### src/rtl/cle_pkg.sv
// cle_pkg: command codes, request struct and character constants for the line editor
// depends on nothing; used by cle_front, cle_back and the top level
`default_nettype none

package cle_pkg;

	localparam logic [7:0] CH_BS    = 8'd8;
	localparam logic [7:0] CH_LF    = 8'd10;
	localparam logic [7:0] CH_CR    = 8'd13;
	localparam logic [7:0] CH_SPACE = 8'd32;
	localparam logic [7:0] CH_GT    = 8'd62;
	localparam logic [7:0] CH_TILDE = 8'd126;
	localparam logic [7:0] CH_DEL   = 8'd127;

	localparam logic DEST_ECHO = 1'b0;
	localparam logic DEST_CMD  = 1'b1;

	localparam logic ACT_BYTE = 1'b0;
	localparam logic ACT_DONE = 1'b1;

	// work handed from the front to the back
	typedef enum logic [1:0] {
		OP_ECHO   = 2'd0,	// echo and store one character
		OP_ERASE  = 2'd1,	// backspace space backspace
		OP_NLP    = 2'd2,	// newline then prompt
		OP_SUBMIT = 2'd3	// newline then the stored line
	} op_t;

	typedef struct packed {
		op_t        op;
		logic [7:0] ch;
	} cmd_t;

	// newline followed by the prompt
	function automatic logic [7:0] nlp_char(input logic [2:0] step);
		logic [7:0] c;
		unique case (step)
			3'd0: c = CH_LF;
			3'd1: c = CH_CR;
			3'd2, 3'd3: c = CH_GT;
			default: c = CH_SPACE;
		endcase
		return c;
	endfunction

endpackage

`default_nettype wire

### src/rtl/cle_front.sv
// cle_front: classifies each request and keeps the mode and line length
// depends on cle_pkg
`default_nettype none

module cle_front #(
	parameter int LINE_CHARS = 32,
	parameter int IDX_W = $clog2(LINE_CHARS)
) (
	input  wire logic             clk,
	input  wire logic             arst_n,
	input  wire logic             accept,
	input  wire logic             action,
	input  wire logic [7:0]       rx_byte,
	output logic                  cmd_valid,
	output cle_pkg::cmd_t         cmd,
	output logic [IDX_W-1:0]      idx,
	output logic                  waiting,
	output logic [IDX_W-1:0]      count
);
	import cle_pkg::*;

	localparam logic [IDX_W-1:0] COUNT_MAX = IDX_W'(LINE_CHARS - 1);

	logic             waiting_q;
	logic [IDX_W-1:0] count_q;
	logic             waiting_d;
	logic [IDX_W-1:0] count_d;

	always_comb begin
		cmd_valid = 1'b0;
		cmd.op    = OP_NLP;
		cmd.ch    = rx_byte;
		idx       = count_q;
		waiting_d = waiting_q;
		count_d   = count_q;
		if (waiting_q) begin
			if (action == ACT_DONE) begin
				cmd_valid = 1'b1;
				cmd.op    = OP_NLP;
				waiting_d = 1'b0;
			end
		end else if (action == ACT_BYTE) begin
			priority if (rx_byte == CH_CR || rx_byte == CH_LF) begin
				cmd_valid = 1'b1;
				if (count_q != '0) begin
					cmd.op    = OP_SUBMIT;
					count_d   = '0;
					waiting_d = 1'b1;
				end else begin
					cmd.op = OP_NLP;
				end
			end else if (rx_byte == CH_BS || rx_byte == CH_DEL) begin
				if (count_q != '0) begin
					cmd_valid = 1'b1;
					cmd.op    = OP_ERASE;
					count_d   = count_q - IDX_W'(1);
				end
			end else if (rx_byte >= CH_SPACE && rx_byte <= CH_TILDE) begin
				cmd_valid = 1'b1;
				cmd.op    = OP_ECHO;
				// a full line keeps overwriting its last slot
				if (count_q != COUNT_MAX)
					count_d = count_q + IDX_W'(1);
			end else begin
				cmd_valid = 1'b0;
			end
		end
	end

	always_ff @(posedge clk or negedge arst_n) begin
		if (!arst_n) begin
			waiting_q <= 1'b0;
			count_q   <= '0;
		end else if (accept) begin
			waiting_q <= waiting_d;
			count_q   <= count_d;
		end
	end

	assign waiting = waiting_q;
	assign count   = count_q;

endmodule

`default_nettype wire

### src/rtl/cle_queue.sv
// cle_queue: two-entry queue of requests between front and back
// depends on nothing
`default_nettype none

module cle_queue #(
	parameter int W = 16
) (
	input  wire logic         clk,
	input  wire logic         arst_n,
	input  wire logic         push,
	input  wire logic [W-1:0] push_data,
	output logic              full,
	input  wire logic         pop,
	output logic [W-1:0]      pop_data,
	output logic              empty
);

	logic [W-1:0] slot_q [2];
	logic         wr_ptr_q;
	logic         rd_ptr_q;
	logic [1:0]   cnt_q;
	logic         do_push;
	logic         do_pop;

	assign full     = (cnt_q == 2'd2);
	assign empty    = (cnt_q == 2'd0);
	assign do_push  = push && !full;
	assign do_pop   = pop && !empty;
	assign pop_data = slot_q[rd_ptr_q];

	always_ff @(posedge clk or negedge arst_n) begin
		if (!arst_n) begin
			wr_ptr_q <= 1'b0;
			rd_ptr_q <= 1'b0;
			cnt_q    <= 2'd0;
		end else begin
			if (do_push)
				wr_ptr_q <= !wr_ptr_q;
			if (do_pop)
				rd_ptr_q <= !rd_ptr_q;
			if (do_push && !do_pop)
				cnt_q <= cnt_q + 2'd1;
			else if (do_pop && !do_push)
				cnt_q <= cnt_q - 2'd1;
		end
	end

	always_ff @(posedge clk) begin
		if (do_push)
			slot_q[wr_ptr_q] <= push_data;
	end

endmodule

`default_nettype wire

### src/rtl/cle_back.sv
// cle_back: carries out queued requests, holds the line memory and the result register
// depends on cle_pkg
`default_nettype none

module cle_back #(
	parameter int LINE_CHARS = 32,
	parameter int IDX_W = $clog2(LINE_CHARS)
) (
	input  wire logic             clk,
	input  wire logic             arst_n,
	input  wire logic             q_empty,
	input  wire cle_pkg::cmd_t    q_cmd,
	input  wire logic [IDX_W-1:0] q_idx,
	output logic                  q_pop,
	output logic                  busy,
	output logic                  empty,
	input  wire logic             pop,
	output logic                  dest,
	output logic [7:0]            out_char,
	output logic                  last
);
	import cle_pkg::*;

	typedef enum logic [1:0] {
		ST_IDLE = 2'b01,
		ST_RUN  = 2'b10
	} state_t;

	state_t           state_q;
	op_t              op_q;
	logic [7:0]       ch_q;
	logic [IDX_W-1:0] idx_q;
	logic [2:0]       step_q;
	logic [IDX_W-1:0] ptr_q;
	logic [IDX_W-1:0] ptr_d;
	logic [7:0]       mem [LINE_CHARS];
	logic [7:0]       rd_data_q;
	logic             out_valid_q;
	logic             dest_q;
	logic [7:0]       char_q;
	logic             last_q;
	logic             emit;
	logic             r_dest;
	logic [7:0]       r_char;
	logic             r_last;
	logic             r_is_char;

	assign q_pop = (state_q == ST_IDLE) && !q_empty;
	assign busy  = (state_q == ST_RUN);
	assign emit  = (state_q == ST_RUN) && (!out_valid_q || pop);

	always_comb begin
		r_dest    = DEST_ECHO;
		r_char    = ch_q;
		r_last    = 1'b0;
		r_is_char = 1'b0;
		unique case (op_q)
			OP_ECHO: begin
				r_char = ch_q;
				r_last = 1'b1;
			end
			OP_ERASE: begin
				r_char = (step_q == 3'd1) ? CH_SPACE : CH_BS;
				r_last = (step_q == 3'd2);
			end
			OP_NLP: begin
				r_char = nlp_char(step_q);
				r_last = (step_q == 3'd4);
			end
			OP_SUBMIT: begin
				if (step_q < 3'd2) begin
					r_char = nlp_char(step_q);
				end else begin
					r_is_char = 1'b1;
					r_dest    = DEST_CMD;
					r_char    = rd_data_q;
					r_last    = (ptr_q == idx_q - IDX_W'(1));
				end
			end
			default: r_char = ch_q;
		endcase
	end

	// read address follows the pointer so rd_data_q always shows mem[ptr_q]
	always_comb begin
		ptr_d = ptr_q;
		if (q_pop)
			ptr_d = '0;
		else if (emit && r_is_char)
			ptr_d = ptr_q + IDX_W'(1);
	end

	always_ff @(posedge clk or negedge arst_n) begin
		if (!arst_n) begin
			state_q     <= ST_IDLE;
			out_valid_q <= 1'b0;
			step_q      <= 3'd0;
			ptr_q       <= '0;
		end else begin
			ptr_q <= ptr_d;
			if (emit)
				out_valid_q <= 1'b1;
			else if (pop)
				out_valid_q <= 1'b0;
			unique case (state_q)
				ST_IDLE: begin
					if (q_pop) begin
						state_q <= ST_RUN;
						step_q  <= 3'd0;
					end
				end
				ST_RUN: begin
					if (emit) begin
						if (r_last)
							state_q <= ST_IDLE;
						if (!r_is_char)
							step_q <= step_q + 3'd1;
					end
				end
				default: state_q <= ST_IDLE;
			endcase
		end
	end

	always_ff @(posedge clk) begin
		if (q_pop) begin
			op_q  <= q_cmd.op;
			ch_q  <= q_cmd.ch;
			idx_q <= q_idx;
		end
		if (emit) begin
			dest_q <= r_dest;
			char_q <= r_char;
			last_q <= r_last;
		end
	end

	// line memory
	always_ff @(posedge clk) begin
		if (q_pop && q_cmd.op == OP_ECHO)
			mem[q_idx] <= q_cmd.ch;
		rd_data_q <= mem[ptr_d];
	end

	assign empty    = !out_valid_q;
	assign dest     = dest_q;
	assign out_char = char_q;
	assign last     = last_q;

endmodule

`default_nettype wire

### src/rtl/console_line_editor_top.sv
// a popped request first loads the back's request registers, then the result register
// throughput: the back emits one result per cycle while the result register is empty or popped,
//   and loads the next request only once the last result of the one before has been emitted
// the two-entry request queue lets push go on while the back still drains results
// reset: arst_n clears mode, line length, queue and result register; line memory is not cleared
`default_nettype none

module console_line_editor_top #(
	parameter int LINE_CHARS = 32
) (
	input  wire logic       clk,
	input  wire logic       arst_n,
	// request side
	input  wire logic       push,
	output logic            full,
	input  wire logic       action,
	input  wire logic [7:0] rx_byte,
	// result side
	output logic            empty,
	input  wire logic       pop,
	output logic            dest,
	output logic [7:0]      out_char,
	output logic            last
);
	import cle_pkg::*;

	localparam int IDX_W = $clog2(LINE_CHARS);
	localparam int CMD_W = $bits(cmd_t);
	localparam int Q_W   = CMD_W + IDX_W;

	// front side signals
	logic             accept;
	logic             f_valid;
	cmd_t             f_cmd;
	logic [IDX_W-1:0] f_idx;
	logic             f_waiting;
	logic [IDX_W-1:0] f_count;

	// queue signals
	logic [Q_W-1:0]   q_wdata;
	logic [Q_W-1:0]   q_rdata;
	logic             q_empty;
	logic             q_pop;
	cmd_t             q_cmd;
	logic [IDX_W-1:0] q_idx;

	logic             b_busy;

	// a request is taken whenever the queue has room, even if it makes no result
	assign accept = push && !full;

	cle_front #(
		.LINE_CHARS(LINE_CHARS),
		.IDX_W(IDX_W)
	) u_front (
		.clk      (clk),
		.arst_n   (arst_n),
		.accept   (accept),
		.action   (action),
		.rx_byte  (rx_byte),
		.cmd_valid(f_valid),
		.cmd      (f_cmd),
		.idx      (f_idx),
		.waiting  (f_waiting),
		.count    (f_count)
	);

	// index rides above the command in one queue word
	assign q_wdata = {f_idx, f_cmd};

	cle_queue #(
		.W(Q_W)
	) u_queue (
		.clk      (clk),
		.arst_n   (arst_n),
		.push     (accept && f_valid),
		.push_data(q_wdata),
		.full     (full),
		.pop      (q_pop),
		.pop_data (q_rdata),
		.empty    (q_empty)
	);

	assign q_cmd = cmd_t'(q_rdata[CMD_W-1:0]);
	assign q_idx = q_rdata[Q_W-1:CMD_W];

	cle_back #(
		.LINE_CHARS(LINE_CHARS),
		.IDX_W(IDX_W)
	) u_back (
		.clk     (clk),
		.arst_n  (arst_n),
		.q_empty (q_empty),
		.q_cmd   (q_cmd),
		.q_idx   (q_idx),
		.q_pop   (q_pop),
		.busy    (b_busy),
		.empty   (empty),
		.pop     (pop),
		.dest    (dest),
		.out_char(out_char),
		.last    (last)
	);

`ifndef ASSERT_OFF
	// waiting for command completion means the line was handed over and cleared
	a_wait_clear: assert property (@(posedge clk) disable iff (!arst_n)
		f_waiting |-> (f_count == '0))
		else $error("line length not cleared while waiting");

	// the back takes a new request only once the previous one is finished
	a_take_idle: assert property (@(posedge clk) disable iff (!arst_n)
		q_pop |-> !b_busy)
		else $error("request taken while back is busy");

	// command characters come from the line memory and are always printable
	a_cmd_print: assert property (@(posedge clk) disable iff (!arst_n)
		(!empty && dest == DEST_CMD) |-> (out_char >= CH_SPACE && out_char <= CH_TILDE))
		else $error("non-printable command character");
`endif

endmodule

`default_nettype wire
### config.mk
export PLATFORM = sky130hd
export DESIGN_NAME = console_line_editor_top
export DESIGN_NICKNAME = d
export VERILOG_FILES = /design/src/rtl/cle_pkg.sv /design/src/rtl/cle_front.sv /design/src/rtl/cle_queue.sv /design/src/rtl/cle_back.sv /design/src/rtl/console_line_editor_top.sv
export SDC_FILE = /design/constraint.sdc
export NUM_CORES = 1
export LEC_CHECK = 0
export BUFFER_PORTS_ARGS = -buffer_cell sky130_fd_sc_hd__clkbuf_2
export CAP_MARGIN = 20
export CORE_ASPECT_RATIO = 0.9
export CORE_MARGIN = 2
export CORE_UTILIZATION = 45
export DETAILED_ROUTE_END_ITERATION = 6
export HOLD_SLACK_MARGIN = 0.12
export RECOVER_POWER = 25
export SETUP_SLACK_MARGIN = 0.05
export SLEW_MARGIN = 20
export SYNTH_ARGS = -nofsm -noshare
export SYNTH_HDL_FRONTEND = slang
export SYNTH_SLANG_ARGS = --single-unit
### constraint.sdc
create_clock -name clk -period 3.3 [get_ports clk]
set_input_delay 0.33 -clock clk [delete_from_list [all_inputs] [get_ports clk]]
set_output_delay 0.33 -clock clk [all_outputs]
set_load 0.005 [all_outputs]
# Word level (Yosys, flattened, before mapping)
# Memories as Yosys holds them, arrays and structs flattened. A register that Yosys moved wholly into a read port is not among the register bits.
# Index checks and enable logic that the tools add are counted.
[op_classes] add_sub_neg=7 n_mux=50 n_lt_le_gt_ge=3 reduce_logical=35 n_bitwise=2 n_eq_ne=22
[ops] operator="$mux 5" count=8
[ops] operator="$pmux 8 s4" count=1
[ops] operator="$eq 8x4->1 const B" count=3
[ops] operator="$mux 2" count=11
[ops] operator="$mux 1" count=21
[ops] operator="$pmux 6 s3" count=1
[ops] operator="$logic_and 1x1->1" count=11
[ops] operator="$add 5x1->5 const B" count=2
[ops] operator="$sub 5x1->5 const B" count=2
[ops] operator="$mux 3" count=3
[ops] operator="$eq 2x2->1 const B" count=4
[ops] operator="$eq 8x7->1 const B" count=1
[ops] operator="$ge 8x6->1 const B" count=1
[ops] operator="$le 8x7->1 const B" count=1
[ops] operator="$mux 8" count=1
[ops] operator="$logic_not 1->1" count=7
[ops] operator="$reduce_and 7->1" count=1
[ops] operator="$eq 3x2->1 const B" count=2
[ops] operator="$logic_not 2->1" count=3
[ops] operator="$mux 6" count=1
[ops] operator="$ne 2x1->1 const B" count=3
[ops] operator="$ne 2x2->1 const B" count=3
[ops] operator="$pmux 3 s2" count=1
[ops] operator="$reduce_bool 2->1" count=3
[ops] operator="19 further kinds" count=24
[word_totals] inputBits=13 memories=2 ff_bits=46 output_inout_bits=12 elab_cells=136 ram_bits=286
[memory_table] name="u_back.mem" depth=32 width=8 read_ports=1 rd_clocked_by_memory_dff=1 wr=1 line_no="cle_back.sv:36" rtl="logic [7:0] mem [LINE_CHARS];"
[memory_table] name="u_queue.slot_q" depth=2 width=15 read_ports=1 rd_clocked_by_memory_dff=0 wr=1 line_no="cle_queue.sv:18" rtl="logic [W-1:0] slot_q [2];"

# Longest topological paths before layout
# Gate-level depths: netlist (run 1).
[depth] ltp_word=13 ltp_mapped=11 ltp_nobuf=10

# Modules after synthesis
# A second synthesis (run 1) with hierarchy kept.
[hier_totals] hier_cells=984 area_unflattened_um2=14154.8
[modules_own_cells] module="cle_back" area_per_inst_um2=12144.1 cells_each=841 seq_area_each_um2=8874.8 n_inst=1
[modules_own_cells] module="cle_queue" area_per_inst_um2=1331.3 cells_each=66 seq_area_each_um2=1001.0 n_inst=1
[modules_own_cells] module="cle_front" area_per_inst_um2=664.4 cells_each=75 seq_area_each_um2=150.1 n_inst=1
[modules_own_cells] module="console_line_editor_top" area_per_inst_um2=15.0 cells_each=2 seq_area_each_um2=0.0 n_inst=1

# Worst setup path after synthesis (run 1)
# Ideal clock, no wire load.
[synth_path] path_kind="input to register" start="input port rx_byte[4]" end="memory u_queue.slot_q[0][0] in the netlist's numbering (enable)" stages=7 required_ns=2.912 setup_time_ns=0.388 t_arrival_ns=2.568 path_buffers=0 path_slack_ns=0.343 path_cell_list="or4_4 > o22ai_1 > nand2_1 > mux2i_1 > o21ai_0 > a21oi_1 > nor2b_1"
[synth_via] elab_chain_len=11 elab_cells_between_ends=18 cone_classes="2 x order compare; 4 x eq/ne; 7 x mux; 5 x reduce/logical"
[synth_lines] element="start: declaration" line_no="console_line_editor_top.sv:17" rtl="input wire logic [7:0] rx_byte,"
[synth_lines] element="$ge 8x6->1 / $le 8x7->1 (equally long branches)" line_no="cle_front.sv:58" rtl="end else if (rx_byte >= CH_SPACE && rx_byte <= CH_TILDE) begin"
[synth_lines] element="$logic_and 1x1->1" line_no="cle_front.sv:58"
[synth_lines] element="$mux 1" line_no="cle_front.sv:58"
[synth_lines] element="$mux 1" line_no="cle_front.sv:52" rtl="end else if (rx_byte == CH_BS || rx_byte == CH_DEL) begin"
[synth_lines] element="$mux 1 *" line_no="cle_front.sv:43" rtl="priority if (rx_byte == CH_CR || rx_byte == CH_LF) begin"
[synth_lines] element="$mux 1 *" line_no="cle_front.sv:42" rtl="end else if (action == ACT_BYTE) begin"
[synth_lines] element="$mux 1 *" line_no="cle_front.sv:36" rtl="if (waiting_q) begin"
[synth_lines] element="$logic_and 1x1->1 *" line_no="console_line_editor_top.sv:76" rtl=".push (accept && f_valid),"
[synth_lines] element="$logic_and 1x1->1 *" line_no="cle_queue.sv:27" rtl="assign do_push = push && !full;"
[synth_lines] element="via u_queue.do_push" line_no="cle_queue.sv:22" rtl="logic do_push;"
[synth_lines] element="$mux 1 *" line_no="cle_queue.sv:49" rtl="if (do_push)"
[synth_lines] element="$mux 1 (not written as such) *" line_no="cle_queue.sv:50" rtl="slot_q[wr_ptr_q] <= push_data;"
[synth_lines] element="end: declaration" line_no="cle_queue.sv:18"
# Mark *: on every way through the listed nets, which the timed path passes. The rest lies on a longest branch.

# Worst setup path in the final report (run 1)
[layout_path] start="input port rx_byte[6]" end="register u_front.count_q[3] (netlist: u_front.count[3])"
[layout_via] elab_chain_len=4 elab_cells_between_ends=16 cone_classes="2 x order compare; 6 x eq/ne; 2 x mux; 6 x reduce/logical"
[layout_lines] element="$ge 8x6->1, or another cell as far along" line_no="cle_front.sv:58"
[layout_lines] element="$logic_and 1x1->1, or another cell as far along" line_no="cle_front.sv:58"
[layout_lines] element="$reduce_bool 3->1 (no source line), or another cell as far along"
[layout_lines] element="$reduce_and 7->1 (no source line) / $mux 5 (equally long branches)"
[layout_lines] element="end signal: assignment" line_no="cle_front.sv:76" rtl="count_q <= count_d;"
[layout_lines] element="end: declaration" line_no="cle_front.sv:25" rtl="logic [IDX_W-1:0] count_q;"
# Parallel ways exist; a longest one is shown, timed or not.
# A chain may end at the register's enable or synchronous reset.

==> impl_metrics.ini, run 1 <==
[run_status]
status = finished, final reports clean

[power_and_ir_drop]
total_power_w = 0.0112
power_leakage_nw = 6.33
ir_worst_vdd_mv = 0.379
power_density_mw_per_mm2 = 701

[critical_path]
cp_max_fo = 10
endpoint_kind = flop
r2r_slack_ns = 0.42
crit_type = in -> reg
cp_slowest_cell = or4_4
worst_path_largest_cell_delay_ns = 0.56
r2r_start = u_back.op_q[0]
arrival_ns = 3.31
crit_path_end = u_front.count[3]
critPathRequiredTime_ns = 3.69
r2r_end = u_back.rd_data_q[2]
reg2reg_depth = 9
crit_start = rx_byte[6]
crit_chain = dlygate4sd3_1, clkbuf_1, or4_4, a211oi_4, clkbuf_1, a21oi_1, mux2_4, nor4_4, mux2_4
cp-start-kind = input port

[final_layout]
nNetsFinal = 991
antennaDiodeCount = 0
layout-drive-gt1-share_pct = 13.0
final_common_cell = edfxtp_1
design_area_sq_mm = 0.0160
layout_common_cells = edfxtp_1, mux2i_1, a22oi_1
area_delta_synth_final_pct = 15.4

[min_path]
holdCritPathClass = in -> reg
whs_path_depth = 3

[global_routing]
grt_use_total_pct = 19.2
grt_pass1_vias = 7499
grt_max_degree = 34
overflow = 0
antenna_found_initial = 0
grt_pass1_wl_mm = 45.9

[die]
die_h_microns = 171
fp.dieW_microns = 189
die_area_sq_mm = 0.0323
io-pin-count = 25
initial_utilization_pct = 46.1
placementRows = 60
core-area_sq_mm = 0.0301

[sta]
fin_setup_tns_ns = 0
hold_violations = 0
setup_violations = 0
fin_crit_ns = 2.92
fin_crit_sh_pct = 88.4
slew_violations = 0
finClkSkew_ns = 0.0236
max_freq_mhz = 343
rsz0062_at_grt = false
max-slew-margin-rel_pct = 12.4
worstMarginPinSlew_ns = 1.31

[clocking]
cts-htree-levels = 2
cts-root-buf = clkbuf_16
cts_tree = yes
cts_sinks = 340
ctsHoldBuffers = 11
cts_setup_buffers = 0
cts_inserted_buffers = 36
clk_pin_slew_ns = 0.05
clk_latency_ns = 0.53
postCtsResizedCells = 0
clockBufferDepth = 3

[synth]
syn_avg_cell_area_sq_um = 15.8
async_reset_ff_share_pct = 6.18
seq_area_frac_synth_pct = 72.2
synth_top_area_share_pct = 67.3
synth.distinct_cells = 60
yosysWarningCount = 0
syn_nets = 905
syn_area_sq_mm = 0.0139
synth_area_leaders = edfxtp_1, mux2i_1, dfrtp_1, a22oi_1, a21oi_1
ys_ff_latch = 340
synth_edf_count = 311
yosys.area.top_type = edfxtp_1
synth_flop_cell = edfxtp_1
syn_inst = 880

[route]
wl_mm = 30.4
postRouteAntennaNets = 0
route.vias.total = 7689
drtIter0Drc = 637
drt_first_pass_iters = 5
post_drt_wl_per_cell_microns = 21.8
drc = 0
vias_per_cell = 5.51

[place]
gp_congestion = 0.810
dp_hpwl_mm = 19.0
numPortBuffers = 24
placed_area_sq_mm = 0.0148

[run]
maxCapViolations = 0
Yosys cell counts (7+ instances only):
library cell,n
nor4_1,9
a21oi_1,45
nor2_1,52
a22oi_1,65
nand3_1,7
buf_4,7
xor2_1,9
dfxtp_1,8
dfrtp_1,20
nand2_1,34
mux2_2,12
buf_2,18
clkbuf_1,12
edfxtp_1,311
o21ai_0,23
mux2i_1,136
ha_1,11
inv_1,22
registers in the layout, summed over array words and instances (netlist names):
name and cells:
u_back.ch_q 8, u_back.rd_data_q 8, u_back.state_q 2, u_back.out_char 8, u_back.last 1, u_front.waiting 1, u_back.out_valid_q 1, u_back.ptr_q 5
u_back.op_q 2, u_back.step_q 3, u_queue.rd_ptr_q 1, u_front.count 5, u_back.idx_q 5, u_back.dest 1, u_queue.cnt_q 2, u_back.mem 256
u_queue.wr_ptr_q 1, u_queue.slot_q 30
routing by layer:
metal	vias to the layer above	routed length (microns)	global-route usage (%)	share of wire (%)
met5	-	0	0	0
li1	3583	-	-	-
met4	0	611	5.20	2.0
met1	3838	13900	28.2	46
met3	43	1910	2.89	6.3
met2	225	14000	30.0	46
where the power goes:
part	switching [W]	internal, W	total, W
Clock	0.00159	0.00234	0.00393
Combinational	0.00115	0.000582	0.00174
Sequential	0.000243	0.00532	0.00556
final cells by class:
cell class | instances | area (sq um)
fillers | 2463 | 14100
clock buffers | 48 | 946
multi-input cells | 477 | 3580
flip-flops and latches | 340 | 10000
clock inverters | 17 | 199
repair buffers | 87 | 673
inverters | 24 | 90.1
well taps | 403 | 504
critical path, delay by kind of cell:
| kind | cells | cell delay (ns) |
|---|---|---|
| buf+inv | 3 | 1.06 |
| simple gates | 2 | 0.92 |
| mux | 2 | 0.68 |
| compound gates | 2 | 0.31 |
how the worst min path moves through the flow:
stage	startpoint	end	slack, ns
floorplan	arst_n	u_back.out_valid_q	0.03
global placement	arst_n	u_front.count[1]	0.33
detailed placement	arst_n	u_front.count[0]	0.35
CTS	pop	u_back.out_valid_q	0.21
global route	action	u_queue.slot_q[0][8]	0.25
finish	pop	u_back.out_valid_q	0.22
per-stage QoR:
stage,hold WS (ns),utilization (%),setup slack (ns),std cells
floorplan,0.0344,-,0.343,880
global placement,0.332,49.1,0.504,1320
detailed placement,0.354,49.1,0.437,1320
CTS,0.208,53.3,0.409,1396
global route,0.251,53.2,0.158,1396
finish,0.221,53.2,0.382,1396
logic make-up (layout without fill, tap and decap cells):
family | Yosys count | after routing | synth area share, %
flops | 340 | 340 | 72.2
compound gates | 163 | 163 | 7.80
mux | 151 | 151 | 11.1
simple gates | 137 | 137 | 4.78
buf+inv | 63 | 176 | 2.06
xor+xnor | 14 | 14 | 0.883
fa+ha+maj | 12 | 12 | 1.14
(Power assumes the default switching activity.)
==> inputs of run 2 (changes only) <==
--- a/config.mk
+++ b/config.mk
@@ -9,7 +9,7 @@
 export CAP_MARGIN = 20
 export CORE_ASPECT_RATIO = 0.9
 export CORE_MARGIN = 2
-export CORE_UTILIZATION = 45
+export CORE_UTILIZATION = 30
 export DETAILED_ROUTE_END_ITERATION = 6
 export HOLD_SLACK_MARGIN = 0.12
 export RECOVER_POWER = 25
==> constraint.sdc (replaced) <==
create_clock -name clk -period 2.5 [get_ports clk]
set_input_delay 0.25 -clock clk [delete_from_list [all_inputs] [get_ports clk]]
set_output_delay 0.25 -clock clk [all_outputs]
set_load 0.005 [all_outputs]
==> run 2 against run 1 <==
  * Critical endpoint is now u_back.rd_data_q[6]
  * Hold slack got worse by 0.071 ns
  * Clock power increased by 28%
  * Critical path depth unchanged
  * Global-route usage decreased by 5.8 points
  * Combinational power increased by 68%
  * Utilization decreased by 15 points
  * Die area increased by 49%
  * Total power increased by 35%
  * Via count increased by 6.3%
  * Highest routed layer unchanged
  * Non-clock buffer count increased by 105
  * The flow now finishes with violations (setup timing)
  * Cell count increased by 22%
==> impl_metrics.ini, run 2 (synthesis gave the netlist of run 1 again) <==
[die]
die_h_microns = 208
fp.dieW_microns = 231
initial_utilization_pct = 30.5
die_area_sq_mm = 0.0480
core-area_sq_mm = 0.0456
io-pin-count = 25
placementRows = 74

[run_status]
violations = setup timing
status = finished, violations left

[route]
drc = 0
highest_layer = met4
detail_route.wirelength.met1_mm = 15.4
route.vias.total = 8175
post_drt_wl_per_cell_microns = 19.3
postRouteAntennaNets = 0
met3_length_mm = 1.89
vias_per_cell = 4.80
drtIter0Drc = 546
route.met2.wl_mm = 15.1
drt_first_pass_iters = 5
wl_mm = 32.9

[power_and_ir_drop]
p_int_w = 0.0111
total_power_w = 0.0152
switchingPower_w = 0.00403
power_leakage_nw = 6.85
ir_worst_vdd_mv = 0.434
p_clk_share_pct = 33.1
power_density_mw_per_mm2 = 861
combPwrFrac_pct = 19.2
p_sw_share_pct = 26.5
pwr-share-seq_pct = 47.7

[clocking]
cts_sinks = 340
cts-root-buf = clkbuf_16
cts-htree-levels = 2
clk_pin_slew_ns = 0.06
cts_tree = yes
clockBufferDepth = 3
cts_inserted_buffers = 36
clk_latency_ns = 0.51

[global_routing]
grt_max_degree = 34
grt_use_total_pct = 13.3
overflow = 0
grt_pass1_vias = 7928
antenna_found_initial = 0
grt_pass1_wl_mm = 48.4

[sta]
slew_violations = 0
setup_ws_ns = -0.0778
fin_crit_ns = 2.58
max_freq_mhz = 388
hold_violations = 0
rsz0062_at_grt = true
finClkSkew_ns = 0.00980
setup_violations = 3
fin_setup_tns_ns = -0.143
max-slew-margin-rel_pct = 15.5
worstMarginPinSlew_ns = 1.27
fin_crit_sh_pct = 103

[critical_path]
reg2reg_depth = 9
cp-start-kind = flop
critPathRequiredTime_ns = 2.92
endpoint_kind = flop
cp_max_fo = 17
crit_type = reg -> reg
r2r_slack_ns = -0.08
arrival_ns = 2.99
r2r_start = u_back.state_q[0]
r2r_end = u_back.rd_data_q[6]

[min_path]
whs_path_depth = 3
min_to = u_back.out_valid_q
hp-start = pop
holdCritPathClass = in -> reg

[final_layout]
top_register = u_back.mem
layout-drive-gt1-share_pct = 27.9
nNetsFinal = 1096
largest_registers = u_back.mem: 256 flops, u_queue.slot_q: 30 flops
largest_reg_flops = 256
antennaDiodeCount = 0
finalNonFillerCells = 1703
layout_common_cells = edfxtp_1, mux2i_1, buf_4
area_delta_synth_final_pct = 26.9
final_common_cell = edfxtp_1
design_area_sq_mm = 0.0176
nFillCells = 4266

[place]
gp_congestion = 0.801
placed_area_sq_mm = 0.0158
place_inst = 1616
numPortBuffers = 24
dp_hpwl_mm = 20.5

[run]
maxCapViolations = 0
## run 2: cell types whose count changed in the layout (fill, tap and decap cells not counted), sizes merged
cell	change
buf	+90
bufbuf	+1
bufinv	-2
clkbuf	+17
clkinv	-2
inv	-2
## run 2: metrics by stage
stage	util, %	setup WS [ns]	hold WS [ns]
floorplan	-	0.0523	-0.0456
global placement	34.7	-0.226	0.272
detailed placement	34.7	-0.223	0.279
CTS	38.1	-0.0731	0.129
global route	38.7	-0.108	0.192
finish	38.7	-0.0778	0.150
## run 2: repair_timing
item / in CTS / in global routing
gates cloned: 3 / 3
resized for setup: 39 / 59
buffers inserted: 9 / 7
hold buffers: 11 / 0
pin swaps: 26 / 31
setup endpoints to repair: 8 / 41
endpoints found under the hold margin: 38 / 0
## run 2: per-layer routing
layer	vias up	GRT usage, %
li1	3792	-
met1	4137	19.3
met2	205	20.6
met4	0	3.11
met3	41	2.69
met5	-	0
## run 2: worst max path at each step
stage,start,endpoint,slack [ns],cells after the start
after detailed placement,u_back.state_q[0],u_back.rd_data_q[7],-0.22,9
after CTS,u_back.state_q[0],u_back.rd_data_q[1],-0.07,11
after global placement,u_back.state_q[0],u_back.rd_data_q[7],-0.23,9
final,u_back.state_q[0],u_back.rd_data_q[6],-0.08,9
after global routing,u_back.state_q[0],u_back.rd_data_q[6],-0.11,9
after floorplan,rx_byte[4],u_queue.slot_q[0][0],0.05,7
## run 2: critical path: stages (launching register included)
cell	delay [ns]
dfstp_2	0.54
and2b_2	0.25
nand3_2	0.08
mux2_8	0.44
buf_16	0.19
buf_6	0.15
mux2i_1	0.15
a22oi_1	0.25
a21oi_2	0.13
nor4_4	0.29
## run 2: area by class of cell
class                      count  area (sq um)  share of cell area (%)
clock inverter                11           103                   0.582
clock buffer                  51           998                    5.67
inverter                      24          93.8                   0.533
sequential                   340         10000                    56.9
multi-input combinational    477          3970                    22.5
timing repair buffer         192          1670                    9.45
tap                          608           761                    4.32
## run 2: power groups by stage
stage                     Clock, W  Sequential (W)  Combinational, W
after floorplan                  0         0.00727           0.00162
after global placement           0         0.00734           0.00267
after detailed placement         0         0.00735           0.00273
after CTS                  0.00513         0.00724           0.00289
after global routing       0.00533         0.00727           0.00318
final                      0.00502         0.00723           0.00292
